===== config.mk =====
export PLATFORM = sky130hd
export DESIGN_NAME = json_key_value_extractor
export DESIGN_NICKNAME = d
export VERILOG_FILES = /design/src/rtl/jkve_pkg.sv /design/src/rtl/json_key_value_extractor.sv
export SDC_FILE = /design/constraint.sdc
export NUM_CORES = 2
export LEC_CHECK = 0
export ABC_AREA = 1
export BUFFER_PORTS_ARGS = -buffer_cell sky130_fd_sc_hd__clkbuf_2
export CORE_UTILIZATION = 50
export DETAILED_ROUTE_END_ITERATION = 8
export PLACE_DENSITY = 0.66
export SYNTH_ARGS = -nofsm -noshare
export SYNTH_HDL_FRONTEND = slang
export SYNTH_SLANG_ARGS = --single-unit

===== constraint.sdc =====
create_clock -name clk -period 5.9 [get_ports clk]
set_input_delay 1.18 -clock clk [delete_from_list [all_inputs] [get_ports clk]]
set_output_delay 1.18 -clock clk [all_outputs]
set_load 0.02 [all_outputs]

===== src/rtl/jkve_pkg.sv =====
// ----------------------------------------------------------------------------
// jkve_pkg: shared types and constants of the json key/value extractor
// Parse phases, extraction modes, status codes and the result queue entry.
// ----------------------------------------------------------------------------
package jkve_pkg;

  localparam int KEY_MAX_DEF = 16;

  // result queue: two entries may be written by one document byte
  localparam int FIFO_DEPTH = 4;
  localparam int PTR_W      = 2;
  localparam int CNT_W      = 3;

  typedef enum logic [2:0] {
    PH_SEARCH      = 3'd0,
    PH_AFTER_KEY   = 3'd1,
    PH_AFTER_COLON = 3'd2,
    PH_VALUE       = 3'd3,
    PH_ESCAPE      = 3'd4,
    PH_FOUND       = 3'd5,
    PH_WRONG       = 3'd6,
    PH_ABSENT      = 3'd7
  } phase_t;

  localparam logic [1:0] MODE_STRING  = 2'd0;
  localparam logic [1:0] MODE_INTEGER = 2'd1;
  localparam logic [1:0] MODE_BOOLEAN = 2'd2;
  localparam logic [1:0] MODE_PRESENT = 2'd3;

  localparam logic [1:0] ST_ABSENT = 2'd0;
  localparam logic [1:0] ST_FOUND  = 2'd1;
  localparam logic [1:0] ST_WRONG  = 2'd2;

  localparam logic [1:0] CFG_KEY_LOW  = 2'd0;
  localparam logic [1:0] CFG_KEY_HIGH = 2'd1;
  localparam logic [1:0] CFG_KEY_LEN  = 2'd2;
  localparam logic [1:0] CFG_MODE     = 2'd3;

  localparam logic [1:0] SEEN_NONE  = 2'd0;
  localparam logic [1:0] SEEN_SIGN  = 2'd1;
  localparam logic [1:0] SEEN_DIGIT = 2'd2;

  localparam logic KIND_BYTE   = 1'b0;
  localparam logic KIND_STATUS = 1'b1;

  localparam logic [7:0] CH_QUOTE  = 8'h22;
  localparam logic [7:0] CH_COLON  = 8'h3A;
  localparam logic [7:0] CH_SPACE  = 8'h20;
  localparam logic [7:0] CH_TAB    = 8'h09;
  localparam logic [7:0] CH_LF     = 8'h0A;
  localparam logic [7:0] CH_VT     = 8'h0B;
  localparam logic [7:0] CH_FF     = 8'h0C;
  localparam logic [7:0] CH_CR     = 8'h0D;
  localparam logic [7:0] CH_BSLASH = 8'h5C;
  localparam logic [7:0] CH_PLUS   = 8'h2B;
  localparam logic [7:0] CH_MINUS  = 8'h2D;
  localparam logic [7:0] CH_ZERO   = 8'h30;
  localparam logic [7:0] CH_NINE   = 8'h39;
  localparam logic [7:0] CH_T      = 8'h74;
  localparam logic [7:0] CH_F      = 8'h66;
  localparam logic [7:0] CH_NUL    = 8'h00;

  localparam logic [63:0] MAG_LIMIT = 64'd922337203685477580;
  localparam logic [63:0] I64_MAX   = 64'h7FFF_FFFF_FFFF_FFFF;
  localparam logic [63:0] I64_MIN   = 64'h8000_0000_0000_0000;

  typedef struct packed {
    logic [7:0]  value_byte;
    logic        item_kind;
    logic [1:0]  lookup_status;
    logic [63:0] number_value;
    logic        last_item;
  } result_t;

endpackage


===== src/rtl/json_key_value_extractor.sv =====
// ----------------------------------------------------------------------------
// json_key_value_extractor: streaming lookup of one key in a JSON document
// Finds the first quoted key followed by a colon and returns its string
// bytes, integer, boolean or presence, then one status beat per document.
// ----------------------------------------------------------------------------
// One document byte is taken per clock while in_stall is low. The key window
// compare and the phase update finish in the cycle the byte is accepted, and
// the results it causes are written into a four-entry result queue. Most
// bytes cause zero or one result beat; a string byte that is also the
// document's last byte causes two (the value byte, then the status beat), and
// the output drains one beat per cycle while out_stall is low, so in_stall
// rises only while fewer than two queue entries are free. The user writes
// configuration through cfg_* only while the block is idle, which the block does not enforce; cfg_ready is always high.
module json_key_value_extractor
  import jkve_pkg::*;
#(
  parameter int MAX_KEY_BYTES = KEY_MAX_DEF
) (
  input  logic               clk,
  input  logic               rst_n,

  input  logic               in_valid,
  output logic               in_stall,
  input  logic [7:0]         in_doc_byte,
  input  logic               in_doc_end,

  output logic               out_valid,
  input  logic               out_stall,
  output logic [7:0]         out_value_byte,
  output logic               out_item_kind,
  output logic [1:0]         out_lookup_status,
  output logic signed [63:0] out_number_value,
  output logic               out_last_item,

  input  logic               cfg_valid,
  output logic               cfg_ready,
  input  logic [1:0]         cfg_index,
  input  logic [63:0]        cfg_data
);

  localparam int WIN_DEPTH = MAX_KEY_BYTES + 1;
  localparam int FILL_W    = $clog2(MAX_KEY_BYTES + 2);

  // configuration
  logic [63:0] key_low_r, key_high_r;
  logic [4:0]  key_len_r;
  logic [1:0]  mode_r;

  // document state
  phase_t      phase_r, phase_nxt, phase_upd;
  logic [7:0]  win_r [WIN_DEPTH];
  logic [7:0]  win_nxt [WIN_DEPTH];
  logic [7:0]  win_upd [WIN_DEPTH];
  logic [FILL_W-1:0] fill_r, fill_nxt, fill_upd;
  logic [63:0] acc_r, acc_nxt, acc_upd;
  logic        neg_r, neg_nxt, neg_upd;
  logic        ovf_r, ovf_nxt, ovf_upd;
  logic [1:0]  seen_r, seen_nxt, seen_upd;

  // result queue
  result_t          q_r [FIFO_DEPTH];
  logic [PTR_W-1:0] wr_ptr_r, rd_ptr_r, wr_ptr_nxt, rd_ptr_nxt;
  logic [CNT_W-1:0] cnt_r, cnt_nxt;

  logic        in_fire, out_fire;
  logic [7:0]  b;
  logic [127:0] key_all;
  logic [FILL_W-1:0] klen;
  logic        key_hit;
  logic        is_digit;
  logic        is_ws_key;
  logic        is_ws_int;
  logic [63:0] acc_x10;
  logic        dig_ovf;
  logic        emit_byte;
  logic        emit_final;
  logic [1:0]  fin_status;
  logic [63:0] fin_number;
  result_t     byte_item, final_item;

  assign cfg_ready = 1'b1;
  assign in_stall  = cnt_r > CNT_W'(FIFO_DEPTH - 2);
  assign out_valid = cnt_r != '0;
  assign in_fire   = in_valid && !in_stall;
  assign out_fire  = out_valid && !out_stall;
  assign b         = in_doc_byte;
  assign key_all   = {key_high_r, key_low_r};

  assign klen = (key_len_r > 5'(MAX_KEY_BYTES)) ? FILL_W'(MAX_KEY_BYTES)
                                                : FILL_W'(key_len_r);

  assign is_digit  = (b >= CH_ZERO) && (b <= CH_NINE);
  assign is_ws_key = (b == CH_SPACE) || (b == CH_TAB) || (b == CH_LF) || (b == CH_CR);
  assign is_ws_int = (b == CH_SPACE) || ((b >= CH_TAB) && (b <= CH_CR));

  // accumulator * 10 + digit, as shifts and adds
  assign acc_x10 = (acc_r << 3) + (acc_r << 1) + {60'd0, b[3:0]};
  assign dig_ovf = (acc_r > MAG_LIMIT) || ((acc_r == MAG_LIMIT) && (b[3:0] > 4'd8));

  // key window compare: lane i holds the i-th most recent byte, which must be
  // key[klen-1-i] for i below klen and the opening quote at i equal to klen
  always_comb begin
    key_hit = (b == CH_QUOTE) && (fill_r >= klen + FILL_W'(1));
    for (int i = 0; i < WIN_DEPTH; i++) begin
      if (i < int'(klen)) begin
        if (win_r[i] != key_all[8*(4'(int'(klen) - 1 - i)) +: 8]) key_hit = 1'b0;
      end else if (i == int'(klen)) begin
        if (win_r[i] != CH_QUOTE) key_hit = 1'b0;
      end
    end
  end

  // per-byte state update
  always_comb begin
    phase_upd = phase_r;
    win_upd   = win_r;
    fill_upd  = fill_r;
    acc_upd   = acc_r;
    neg_upd   = neg_r;
    ovf_upd   = ovf_r;
    seen_upd  = seen_r;
    emit_byte = 1'b0;
    unique case (phase_r)
      PH_SEARCH: begin
        if (b == CH_NUL) begin
          phase_upd = PH_ABSENT;
        end else if (key_hit) begin
          phase_upd = PH_AFTER_KEY;
          for (int i = 0; i < WIN_DEPTH; i++) win_upd[i] = '0;
          fill_upd = '0;
        end else begin
          for (int i = WIN_DEPTH - 1; i > 0; i--) win_upd[i] = win_r[i-1];
          win_upd[0] = b;
          if (fill_r <= FILL_W'(MAX_KEY_BYTES)) fill_upd = fill_r + FILL_W'(1);
        end
      end
      PH_AFTER_KEY: begin
        if (is_ws_key) begin
          phase_upd = PH_AFTER_KEY;
        end else if (b == CH_COLON) begin
          phase_upd = (mode_r == MODE_PRESENT) ? PH_FOUND : PH_AFTER_COLON;
        end else begin
          // restart the search from an empty window at this byte
          for (int i = 0; i < WIN_DEPTH; i++) win_upd[i] = '0;
          if (b == CH_NUL) begin
            phase_upd = PH_ABSENT;
            fill_upd  = '0;
          end else begin
            phase_upd  = PH_SEARCH;
            win_upd[0] = b;
            fill_upd   = FILL_W'(1);
          end
        end
      end
      PH_AFTER_COLON: begin
        unique case (mode_r)
          MODE_PRESENT: phase_upd = PH_FOUND;
          MODE_STRING: begin
            if (b != CH_SPACE) phase_upd = (b == CH_QUOTE) ? PH_VALUE : PH_WRONG;
          end
          MODE_BOOLEAN: begin
            if (b == CH_T) begin
              acc_upd   = 64'd1;
              phase_upd = PH_FOUND;
            end else if (b == CH_F) begin
              acc_upd   = 64'd0;
              phase_upd = PH_FOUND;
            end else if (b != CH_SPACE) begin
              phase_upd = PH_WRONG;
            end
          end
          default: begin
            if (is_ws_int) begin
              phase_upd = PH_AFTER_COLON;
            end else if ((b == CH_PLUS) || (b == CH_MINUS)) begin
              neg_upd   = (b == CH_MINUS);
              seen_upd  = SEEN_SIGN;
              phase_upd = PH_VALUE;
            end else if (is_digit) begin
              seen_upd  = SEEN_DIGIT;
              if (!ovf_r) begin
                if (dig_ovf) ovf_upd = 1'b1;
                else         acc_upd = acc_x10;
              end
              phase_upd = PH_VALUE;
            end else begin
              phase_upd = PH_WRONG;
            end
          end
        endcase
      end
      PH_VALUE: begin
        if (mode_r == MODE_INTEGER) begin
          if (is_digit) begin
            seen_upd = SEEN_DIGIT;
            if (!ovf_r) begin
              if (dig_ovf) ovf_upd = 1'b1;
              else         acc_upd = acc_x10;
            end
          end else begin
            phase_upd = (seen_r == SEEN_DIGIT) ? PH_FOUND : PH_WRONG;
          end
        end else if ((b == CH_NUL) || (b == CH_QUOTE)) begin
          phase_upd = PH_FOUND;
        end else begin
          emit_byte = 1'b1;
          if (b == CH_BSLASH) phase_upd = PH_ESCAPE;
        end
      end
      PH_ESCAPE: begin
        if (b == CH_NUL) begin
          phase_upd = PH_FOUND;
        end else begin
          emit_byte = 1'b1;
          phase_upd = PH_VALUE;
        end
      end
      default: phase_upd = phase_r;
    endcase
  end

  // status beat, taken from the state after this byte
  always_comb begin
    unique case (phase_upd)
      PH_AFTER_COLON: fin_status = (mode_r == MODE_PRESENT) ? ST_FOUND : ST_WRONG;
      PH_VALUE: begin
        if (mode_r == MODE_INTEGER)
          fin_status = (seen_upd == SEEN_DIGIT) ? ST_FOUND : ST_WRONG;
        else
          fin_status = ST_FOUND;
      end
      PH_ESCAPE, PH_FOUND: fin_status = ST_FOUND;
      PH_WRONG:            fin_status = ST_WRONG;
      default:             fin_status = ST_ABSENT;
    endcase
    fin_number = '0;
    if ((fin_status == ST_FOUND) && (mode_r == MODE_INTEGER)) begin
      if (neg_upd)
        fin_number = ovf_upd ? I64_MIN : (64'd0 - acc_upd);
      else
        fin_number = (ovf_upd || (acc_upd > I64_MAX)) ? I64_MAX : acc_upd;
    end else if ((fin_status == ST_FOUND) && (mode_r == MODE_BOOLEAN)) begin
      fin_number = {63'd0, acc_upd[0]};
    end
  end

  assign emit_final = in_doc_end;

  always_comb begin
    byte_item               = '0;
    byte_item.value_byte    = b;
    byte_item.item_kind     = KIND_BYTE;
    final_item              = '0;
    final_item.item_kind    = KIND_STATUS;
    final_item.lookup_status = fin_status;
    final_item.number_value = fin_number;
    final_item.last_item    = 1'b1;
  end

  // document state returns to reset after the last byte
  always_comb begin
    phase_nxt = phase_r;
    win_nxt   = win_r;
    fill_nxt  = fill_r;
    acc_nxt   = acc_r;
    neg_nxt   = neg_r;
    ovf_nxt   = ovf_r;
    seen_nxt  = seen_r;
    if (in_fire) begin
      if (in_doc_end) begin
        phase_nxt = PH_SEARCH;
        for (int i = 0; i < WIN_DEPTH; i++) win_nxt[i] = '0;
        fill_nxt  = '0;
        acc_nxt   = '0;
        neg_nxt   = 1'b0;
        ovf_nxt   = 1'b0;
        seen_nxt  = SEEN_NONE;
      end else begin
        phase_nxt = phase_upd;
        win_nxt   = win_upd;
        fill_nxt  = fill_upd;
        acc_nxt   = acc_upd;
        neg_nxt   = neg_upd;
        ovf_nxt   = ovf_upd;
        seen_nxt  = seen_upd;
      end
    end
  end

  always_comb begin
    wr_ptr_nxt = wr_ptr_r;
    rd_ptr_nxt = rd_ptr_r + PTR_W'(out_fire);
    cnt_nxt    = cnt_r - CNT_W'(out_fire);
    if (in_fire) begin
      wr_ptr_nxt = wr_ptr_r + PTR_W'(emit_byte) + PTR_W'(emit_final);
      cnt_nxt    = cnt_r + CNT_W'(emit_byte) + CNT_W'(emit_final) - CNT_W'(out_fire);
    end
  end

  always_ff @(posedge clk) begin
    if (!rst_n) begin
      key_low_r  <= '0;
      key_high_r <= '0;
      key_len_r  <= '0;
      mode_r     <= MODE_STRING;
    end else if (cfg_valid && cfg_ready) begin
      unique case (cfg_index)
        CFG_KEY_LOW:  key_low_r  <= cfg_data;
        CFG_KEY_HIGH: key_high_r <= cfg_data;
        CFG_KEY_LEN:  key_len_r  <= cfg_data[4:0];
        CFG_MODE:     mode_r     <= cfg_data[1:0];
      endcase
    end
  end

  always_ff @(posedge clk) begin
    if (!rst_n) begin
      phase_r <= PH_SEARCH;
      for (int i = 0; i < WIN_DEPTH; i++) win_r[i] <= '0;
      fill_r  <= '0;
      acc_r   <= '0;
      neg_r   <= 1'b0;
      ovf_r   <= 1'b0;
      seen_r  <= SEEN_NONE;
      wr_ptr_r <= '0;
      rd_ptr_r <= '0;
      cnt_r    <= '0;
    end else begin
      phase_r <= phase_nxt;
      win_r   <= win_nxt;
      fill_r  <= fill_nxt;
      acc_r   <= acc_nxt;
      neg_r   <= neg_nxt;
      ovf_r   <= ovf_nxt;
      seen_r  <= seen_nxt;
      wr_ptr_r <= wr_ptr_nxt;
      rd_ptr_r <= rd_ptr_nxt;
      cnt_r    <= cnt_nxt;
    end
  end

  // queue payload, no reset needed
  always_ff @(posedge clk) begin
    if (in_fire) begin
      if (emit_byte) q_r[wr_ptr_r] <= byte_item;
      if (emit_final) q_r[wr_ptr_r + PTR_W'(emit_byte)] <= final_item;
    end
  end

  assign out_value_byte    = q_r[rd_ptr_r].value_byte;
  assign out_item_kind     = q_r[rd_ptr_r].item_kind;
  assign out_lookup_status = q_r[rd_ptr_r].lookup_status;
  assign out_number_value  = $signed(q_r[rd_ptr_r].number_value);
  assign out_last_item     = q_r[rd_ptr_r].last_item;

  // checks
  a_cnt_bound: assert property (@(posedge clk) disable iff (!rst_n)
    cnt_r <= CNT_W'(FIFO_DEPTH))
    else $error("result queue count beyond depth");

  a_end_pushes: assert property (@(posedge clk) disable iff (!rst_n)
    (in_valid && !in_stall && in_doc_end) |=> (cnt_r != '0))
    else $error("last document beat left no status beat queued");

  a_end_clears: assert property (@(posedge clk) disable iff (!rst_n)
    (in_valid && !in_stall && in_doc_end) |=>
      (phase_r == PH_SEARCH && fill_r == '0 && seen_r == SEEN_NONE && !ovf_r))
    else $error("document state not cleared after last beat");

  a_fill_bound: assert property (@(posedge clk) disable iff (!rst_n)
    fill_r <= FILL_W'(WIN_DEPTH))
    else $error("key window fill beyond window depth");

  a_last_is_status: assert property (@(posedge clk) disable iff (!rst_n)
    (out_valid && out_last_item) |-> (out_item_kind == KIND_STATUS))
    else $error("last beat is not a status beat");

endmodule


== Yosys cells after proc, flatten, opt, wreduce, memory -nomap -nowiden ==
Memories as Yosys holds them, arrays and structs flattened. A register that Yosys moved wholly into a read port is not among the register bits.
Cells that the tools add are included.
Storage, ports and cells
  memories kept: 1
  memory bits (writable): 304
  register bits: 354
  input bits: 80
  output and inout port bits: 79
  logic and storage cells: 384
Memory list
  q_r: words 4, bits a word 76, read ports 1, clocked after memory_dff 1, wr ports 2, line json_key_value_extractor.sv:61  | result_t q_r [FIFO_DEPTH];
Operators by class
  add/subtract/negate cells: 29
  order comparisons: 28
  eq/ne operators: 85
  muxes and demuxes: 160
  shifts and indexed selects: 17
  reductions and logical operators: 34
Operator list (count)
  $shiftx 128x7->8: 17
  $mux 64: 13
  $mux 136: 5
  $pmux 136 s2: 1
  $pmux 64 s2: 2
  $ne 8x6->1 const B: 18
  $ne 8x8->1: 17
  $mux 1: 92
  $add 64x4->64: 1
  $add 64x64->64: 1
  $eq 64x60->1 const B: 1
  $gt 64x60->1 const B: 1
  $gt 64x63->1 const B: 1
  $sub 1x64->64 const A: 1
  $mux 3: 21
  $eq 5x5->1 const A: 9
  $eq 8x6->1 const B: 5
  $lt 4x5->1 const A: 8
  $mux 5: 7
  $sub 4x4->4 const B: 8
  $eq 8x4->1 const B: 3
  $eq 8x7->1 const B: 3
  $mux 2: 11
  $eq 4x5->1 const A: 4
  other kinds (49): 103

== Depth between registers and ports, before layout ==
  depth after elaboration: 66
  mapped depth: 40
  mapped depth without buffers: 36

== Least setup slack after synthesis ==
OpenSTA, ideal clock, no wires.
  kind: input-to-reg
  from: input port in_doc_byte[0]
  to: memory q_r[0][10] (netlist bit), enable pin
  data required time: 5474 ps
  buffers on the path: 2
  setup slack: 609 ps
  cell stages on the path: 17
  library setup time: 426 ps
  arrival: 4866 ps
  path through: inv_1 nand2_1 nor2_1 inv_1 nor2_1 inv_1 nand2_1 o21ai_0 ha_1 or2_2 nand2_1 inv_1 nor3_1 inv_1 clkbuf_1 clkbuf_1 nand2_1
RTL lines
  start: declaration: line json_key_value_extractor.sv:24  | input logic [7:0] in_doc_byte,
  end: declaration: line json_key_value_extractor.sv:61

== Final worst setup path ==
  from: register key_len_r[4]
  to: register win_r[60] (netlist bit)
Between the ends
  cells in the longest elaborated chain, start to end: 60
  elaborated cells on any way between the ends: 162
  classes of those cells: add/sub (18); order compare (19); eq/ne (33); shift (17); mux (73); reduce/logical (2)
RTL lines
  start: declaration: line json_key_value_extractor.sv:46  | logic [4:0] key_len_r;
  start signal: assignment: line json_key_value_extractor.sv:310  | CFG_KEY_LEN: key_len_r <= cfg_data[4:0];
  $gt 5x5->1: line json_key_value_extractor.sv:89  | assign klen = (key_len_r > 5'(MAX_KEY_BYTES)) ? FILL_W'(MAX_KEY_BYTES)
  $mux 5 (*): line json_key_value_extractor.sv:89
  parallel branches: the longest is 53 deep, another holds $sub 4x1->4
  $mux 1 (*): line json_key_value_extractor.sv:105  | if (i < int'(klen)) begin
  $mux 136 (*): line json_key_value_extractor.sv:127  | end else if (key_hit) begin
  $mux 136 (*): line json_key_value_extractor.sv:125  | if (b == CH_NUL) begin
  $pmux 136 s2 (*): line json_key_value_extractor.sv:123  | unique case (phase_r)
  $mux 136 (*): line json_key_value_extractor.sv:270  | if (in_doc_end) begin
  end signal: assignment: line json_key_value_extractor.sv:330  | win_r <= win_nxt;
  end: declaration: line json_key_value_extractor.sv:51  | logic [7:0] win_r [WIN_DEPTH];
Every way passes the cells marked *. The select of a mux whose other input is x is not followed.
A chain may end at the register's enable or synchronous reset.

==> results_dict.tcl <==
set metrics [dict create \
    htree_num_levels 3 \
    dieArea_mm2 0.0925 \
    grt_overflow 0 \
    grt_first_pass_wirelength_um 274000 \
    synth_top_cell_by_area "nand2_1" \
    nFillCells 9171 \
    r2r_setup_slack_ns 0.42 \
    synthCells 7465 \
    drtIter0Drc 5514 \
    cts_setup_buffers 0 \
    area_growth_pct 9.86 \
    clock-sinks 590 \
    relSlewSlack_pct 19.9 \
    setup_viol 0 \
    grt_pass1_vias 45700 \
    synth.avg_cell_area_um2 6.11 \
    antenna_left 0 \
    worstSetupPathType "reg2reg" \
    worst_pin_slew_ns 1.19 \
    gp_congestion 1.03 \
    hold_path.class "reg2reg" \
    final_common_cell "nand2_1" \
    rsz0062_at_grt "false" \
    whs_ns 0.450 \
    dieHeight_um 304 \
    synth-edff-count 264 \
    wl_per_cell_um 20.7 \
    final_cell_mix "nand2_1 (2561), nor2_1 (893), inv_1 (704)" \
    drtPass1Iterations 6 \
    dpl.hpwl_um 133000 \
    min_period_ns 5.48 \
    numPortBuffers 157 \
    initial_core_util_pct 50.6 \
    antenna_found_initial 10 \
    core_mm2 0.0901 \
    cts_root_buf "clkbuf_16" \
    fmax_mhz 183 \
    route.detailed.drc 0 \
    fin_nets 7724 \
    cap_viol_max_count 0 \
    drive_above_1_share_pct 6.53 \
    hold_viol_final 0 \
    ys_seq_area_share_pct 31.7 \
    ys.flop_type "dfxtp_1" \
    power_mw 12.8 \
    row_count 110 \
    place_area_mm2 0.0479 \
    dp_slack_ns 0.298 \
    routed_via_density 5.78 \
    required_ns 6.47 \
    setup_tns_ns 0 \
    clk_pin_slew_ns 0.06 \
    grt_usage_pct 37.9 \
    vdd_drop_max_mv 0.342 \
    grt_max_degree 145 \
    setup_slack_ns 0.423 \
    crit_fanout 42 \
    cp.arrival_ns 6.04 \
    fin_worst_skew_ns 0.0342 \
    ys_top_cells_by_area "nand2_1 (21%), edfxtp_1 (17%), dfxtp_1 (14%), nor2_1 (7.4%), nand3_1 (6.6%)" \
    wl_um 180000 \
    slowest_delay_ns 0.90 \
    cpMostUsedCell "nand2_1" \
    synth_area_mm2 0.0456 \
    setup.worst_path.start_class "flip-flop" \
    synth_top_area_share_pct 21.1 \
    synthArstFlopShare_pct 0 \
    pin_count 159 \
    final_cell_area_mm2 0.0501 \
    numCtsBuffers 69 \
    synth_nets 7713 \
    clockBufferDepth 3 \
    cp_slowest_cell "nor2_4" \
    status "finished clean" \
    ys_ff_latch 590 \
    p_leak_nw 22.6 \
    cts_tree "done" \
    endpoint_kind "flip-flop" \
    p_per_area_mw_per_mm2 256 \
    clock_latency_ns 0.66 \
    ys_types 50 \
    ys.warnings.count 0 \
    vias 50300 \
    timing.final.crit_share_pct 92.8 \
    multiInputGateArea_mm2 0.0269 \
    slew_viol_final 0 \
    regArea_mm2 0.0145 \
    die_w_um 304 \
]
==> power by group <==
part	internal, mW	switching, mW
clock	2.48	1.85
combinational	0.991	2.97
sequential	4.44	0.109
==> layer usage <==
metal	GRT usage [%]	vias to the layer above	routed length, um
met5	0	-	114
met4	22.0	16	11600
met3	6.00	475	15100
met2	60.8	2260	80500
met1	48.4	23300	73000
li1	-	24300	-
==> layout make-up <==
class	instances	area share, %
clock buffer	91	3.73
antenna	2	0.00998
timing repair buffer	306	4.45
clock inverter	35	0.751
multi-input combinational	5775	53.8
inverter	734	5.52
tap	1176	2.94
sequential	590	28.8
==> logic make-up (layout without fill, tap and decap cells) <==
| family | Yosys count | in the layout | synth area share, % |
|---|---|---|---|
| adder cells (fa/ha/maj) | 168 | 168 | 4.67 |
| AND/OR/NAND/NOR | 4414 | 4414 | 40.1 |
| flip-flops | 590 | 590 | 31.7 |
| other | 1 | 3 | 0.00822 |
| XOR/XNOR | 66 | 66 | 1.27 |
| buffers and inverters | 1100 | 1166 | 9.50 |
| AO/OA/AOI/OAI | 1126 | 1126 | 12.8 |
==> flip-flops by register name, summed over array words and instances (netlist names), 3 cells and up <==
name / count
q_r: 300
win_r: 136
acc_r: 64
key_low_r: 64
fill_r: 5
key_len_r: 5
cnt_r: 3
phase_r: 3
==> repair_timing <==
action	in CTS	in global routing
hold buffers	0	0
setup endpoints to repair	0	147
gates resized for setup	0	7
==> worst paths after layout <==
kind	cells after the start	from	end
setup / recovery	26	key_len_r[4]$_SDFFE_PN0P_	win_r[60]$_SDFFE_PN0P_
hold / removal	2	q_r[0][67]$_SDFFE_PP1P_	q_r[0][67]$_SDFFE_PP1P_
setup reg to reg	26	key_len_r[4]$_SDFFE_PN0P_	win_r[60]$_SDFFE_PN0P_
hold reg to reg	2	q_r[0][67]$_SDFFE_PP1P_	q_r[0][67]$_SDFFE_PP1P_
==> critical path: cells and delay by family (launching register included) <==
family / cells / cell delay, ns
buf+inv: 5 / 1.25
simple gates: 17 / 2.98
xor+xnor: 1 / 0.16
compound gates: 2 / 0.25
flops: 1 / 0.47
fa+ha+maj: 1 / 0.26
==> synthesized netlist by cell type, types with 2 or more instances <==
cell type / number
nor3_1: 79
o21ai_1: 10
and2_1: 5
nor3_2: 15
edfxtp_1: 264
buf_2: 74
nor2_1: 897
inv_1: 712
nor4_1: 28
buf_6: 5
xnor2_1: 15
fa_1: 4
nand4_1: 119
inv_2: 14
o21ai_0: 457
nor2_4: 2
nand3_1: 601
xor2_1: 51
o21bai_1: 10
o22ai_1: 77
nand3_2: 6
o211ai_1: 10
nand2_2: 6
clkinv_1: 8
nand3b_1: 77
a21oi_1: 541
buf_1: 28
a211oi_1: 4
nor2_2: 7
clkbuf_1: 239
o2111ai_1: 2
a31oi_1: 6
ha_1: 164
or2_2: 2
dfxtp_1: 326
nand2_1: 2567
buf_4: 20
==> stage by stage <==
stage / utilization [%] / cells
4_1_cts: 55.6 / 8707
3_3_place_gp: 53.1 / 8581
2_1_floorplan: - / 7465
3_5_place_dp: 53.1 / 8581
6_report: 55.6 / 8709
5_1_grt: 55.6 / 8708
No activity file was read; power rests on OpenSTA's default activity.
